### config.mk
export PLATFORM = sky130hd
export DESIGN_NAME = chh_ram
export DESIGN_NICKNAME = d
export VERILOG_FILES = /design/src/sv/chh_ram.sv
export SDC_FILE = /design/constraint.sdc
export NUM_CORES = 1
export LEC_CHECK = 0
export CORE_MARGIN = 3
export CORE_UTILIZATION = 40
export DETAILED_ROUTE_END_ITERATION = 8
export DONT_BUFFER_PORTS = 1
export GPL_TIMING_DRIVEN = 0
export PLACE_DENSITY = 0.62
export SLEW_MARGIN = 20
export SYNTH_ARGS = -nofsm -noshare
export SYNTH_HDL_FRONTEND = slang
export SYNTH_SLANG_ARGS = --single-unit
### constraint.sdc
create_clock -name clk -period 2.23 [get_ports clk]
set_clock_uncertainty 0.05 [all_clocks]
set_input_delay 0 -clock clk [delete_from_list [all_inputs] [get_ports clk]]
set_output_delay 0 -clock clk [all_outputs]
set_load 0.01 [all_outputs]
### src/sv/chh_ram.sv
// Generic single-write, single-read RAM with registered read data.
`timescale 1ns / 1ps
module chh_ram #(
	parameter int WIDTH = 8,
	parameter int DEPTH = 16
) (
	input  logic                     clk,
	input  logic                     we,
	input  logic [$clog2(DEPTH)-1:0] waddr,
	input  logic [WIDTH-1:0]         wdata,
	input  logic [$clog2(DEPTH)-1:0] raddr,
	output logic [WIDTH-1:0]         rdata
);

	logic [WIDTH-1:0] mem [DEPTH];
	logic [WIDTH-1:0] rdata_q;

	always_ff @(posedge clk) begin
		if (we) begin
			mem[waddr] <= wdata;
		end
		rdata_q <= mem[raddr];
	end

	assign rdata = rdata_q;

endmodule

==> out/metrics.csv <==
metric;value;unit
Die Footprint;14300;µm²
HP Class;primary input to flip-flop;
CP max FO;8;
fin nets;278;
largest net degree at the start of global routing;17;
synth top area cells;edfxtp_1 75%, mux4_2 7.9%, mux4_1 7.1%;
first drt pass iteration count;4;
Final Hold Viols;0;
Yosys warning total;0;
status;finished clean;
Final ANT Viol Nets;0;
Synth Cell Area;5150;µm²
drt drc;0;
IR drop worst, VDD;0.634;mV
Net Count, Synth;247;
unrepaired setup endpoints after global routing;false;
H-tree depth;4;
gr ovfl total;0;
Slew @ Worst Pin;0.840;ns
worst hold slack;0.0130;ns
period utilization;75.4;%
share of the synthesized area in the top cell type;74.7;%
top cell type by total area after synthesis;edfxtp_1;
Worst Path Arrival;1.69;ns
row count;40;
Final Max Slew Viols;0;
clk buf depth;2;
ant diodes;0;
most frequent cells in the layout;128 x edfxtp_1, 18 x mux4_2, 17 x clkbuf_16, 16 x a22oi_1, 14 x mux4_1;
Initial Util;41.8;%
PnR worst setup slack;0.548;ns
fin cells;441;
CP required;2.24;ns
vias;2365;
placed insts;397;
Post-Route WL;10300;µm
commonest non-fill, non-tap cell in the layout;edfxtp_1;
IO Count;26;
GRT Util Overall;15.5;%
Pwr Density;954;nW/µm²
core area;12300;µm²
port buffer count;0;
Worst-Skew Late Latency;0.41;ns
Max-Cap Viols;0;
Netlist cell types;19;
Startpoint Class;primary input;
# clock sinks;136;
critical path type;primary input to flip-flop;
Avg Synthesized Cell Area;22.5;µm²
slew margin rel.;43.8;%
layout cells sized above 1;23.1;%
vias in the first global route;2546;
setup_tns;0;ns
Vias/cell;5.36;
post-route minimum period;1.68;ns
Post-CTS Repair Setup Buffers;0;
Die Span X;119;µm
area growth from synthesis to layout;17.9;%
Max Freq;594;MHz
Detailed Place HPWL;6450;µm
final setup vio count;0;
CTS Root Cell;clkbuf_16;
die height;119;µm
initial antenna violation count;0;
Post-Syn Instances;229;
Yosys reg bits;136;
Seq/Total Area, Yosys;77.8;%
clock slew at reported path FFs;0.06;ns
Leak;0.00197;µW
R2R Setup Slk;0.71;ns
Final GP Congestion;0.717;
initial DRC count;167;
CTS tree;done;
Inserted Clock Buffers;17;
first-pass GRT wire length;15700;µm
CP Capture Type;flip-flop;
post-place setup slack;0.557;ns
routed len/inst;23.4;µm
[state kept, by name, indices dropped and copies added, names as in the netlist]
signal	count
mem	128
rdata	8
[worst max-delay path, cell delays in order]
cell           delay (ns)
dlygate4sd3_1        0.66
nor3_2               0.20
dlygate4sd3_1        0.83
[logic make-up after synthesis]
| family | after synthesis | synth area share, % |
|---|---|---|
| flip-flops | 136 | 77.8 |
| multiplexers | 32 | 15.0 |
| AO/OA/AOI/OAI | 16 | 2.33 |
| AND/OR/NAND/NOR | 35 | 3.18 |
| buffers and inverters | 10 | 1.68 |
[metal layers]
| metal | vias to the layer above | part of all wire [%] | global-route usage (%) |
|---|---|---|---|
| met5 | - | 0 | 0 |
| met4 | 0 | 0.74 | 4.51 |
| met3 | 7 | 6.5 | 4.65 |
| met2 | 75 | 49 | 24.4 |
| met1 | 1244 | 44 | 21.2 |
| li1 | 1039 | - | - |
[through the flow]
step	util, %	cell area [µm²]	total power (µW)
after detailed placement	43.7	5380	3140
after floorplan	-	5150	3080
after CTS	49.3	6070	5830
after global placement	43.5	5360	3140
after global routing	49.3	6070	5970
final	49.3	6070	5790
[cells in the mapped netlist]
master and instances:
a22oi_1 16, buf_6 3, nor3_1 4, nand2b_1 2, nand3_1 1, mux4_2 18
edfxtp_1 128, nor2_1 13, nand3b_1 2, mux4_1 14, clkdlybuf4s25_2 3, buf_4 1
and2_1 1, and2b_1 1, dfxtp_1 8, nand2_1 9, or3b_2 1, nor2b_1 1
buf_2 3
[timing repair]
action,4_1_cts,5_1_grt
hold endpoints to repair,162,0
setup endpoints to repair,0,0
gates resized for setup,0,0
hold buffers,12,0
[report_power, final]
| part | total [µW] | internal, µW | switching [µW] |
|---|---|---|---|
| sequential | 2890 | 2860 | 26.0 |
| combinational | 255 | 106 | 148 |
| clock | 2650 | 1560 | 1090 |
| total | 5790 | 4520 | 1270 |
[final timing paths]
kind,endpoint,cells past startpoint,from
setup / recovery,mem[12][1],3,waddr[0]
hold / removal,rdata[3],3,raddr[3]
setup reg to reg,rdata[4],3,mem[10][4]
hold reg to reg,rdata[2],3,mem[11][2]
[cell type report]
type,count,area [µm²]
fillers,1036,6240
repair buffers,12,120
clock inverters,15,144
well taps,168,210
clock buffers,17,425
plain buffers,10,86.3
multi-input cells,83,1080
flip-flops and latches,136,4000
No activity file was read; power rests on OpenSTA's default activity.
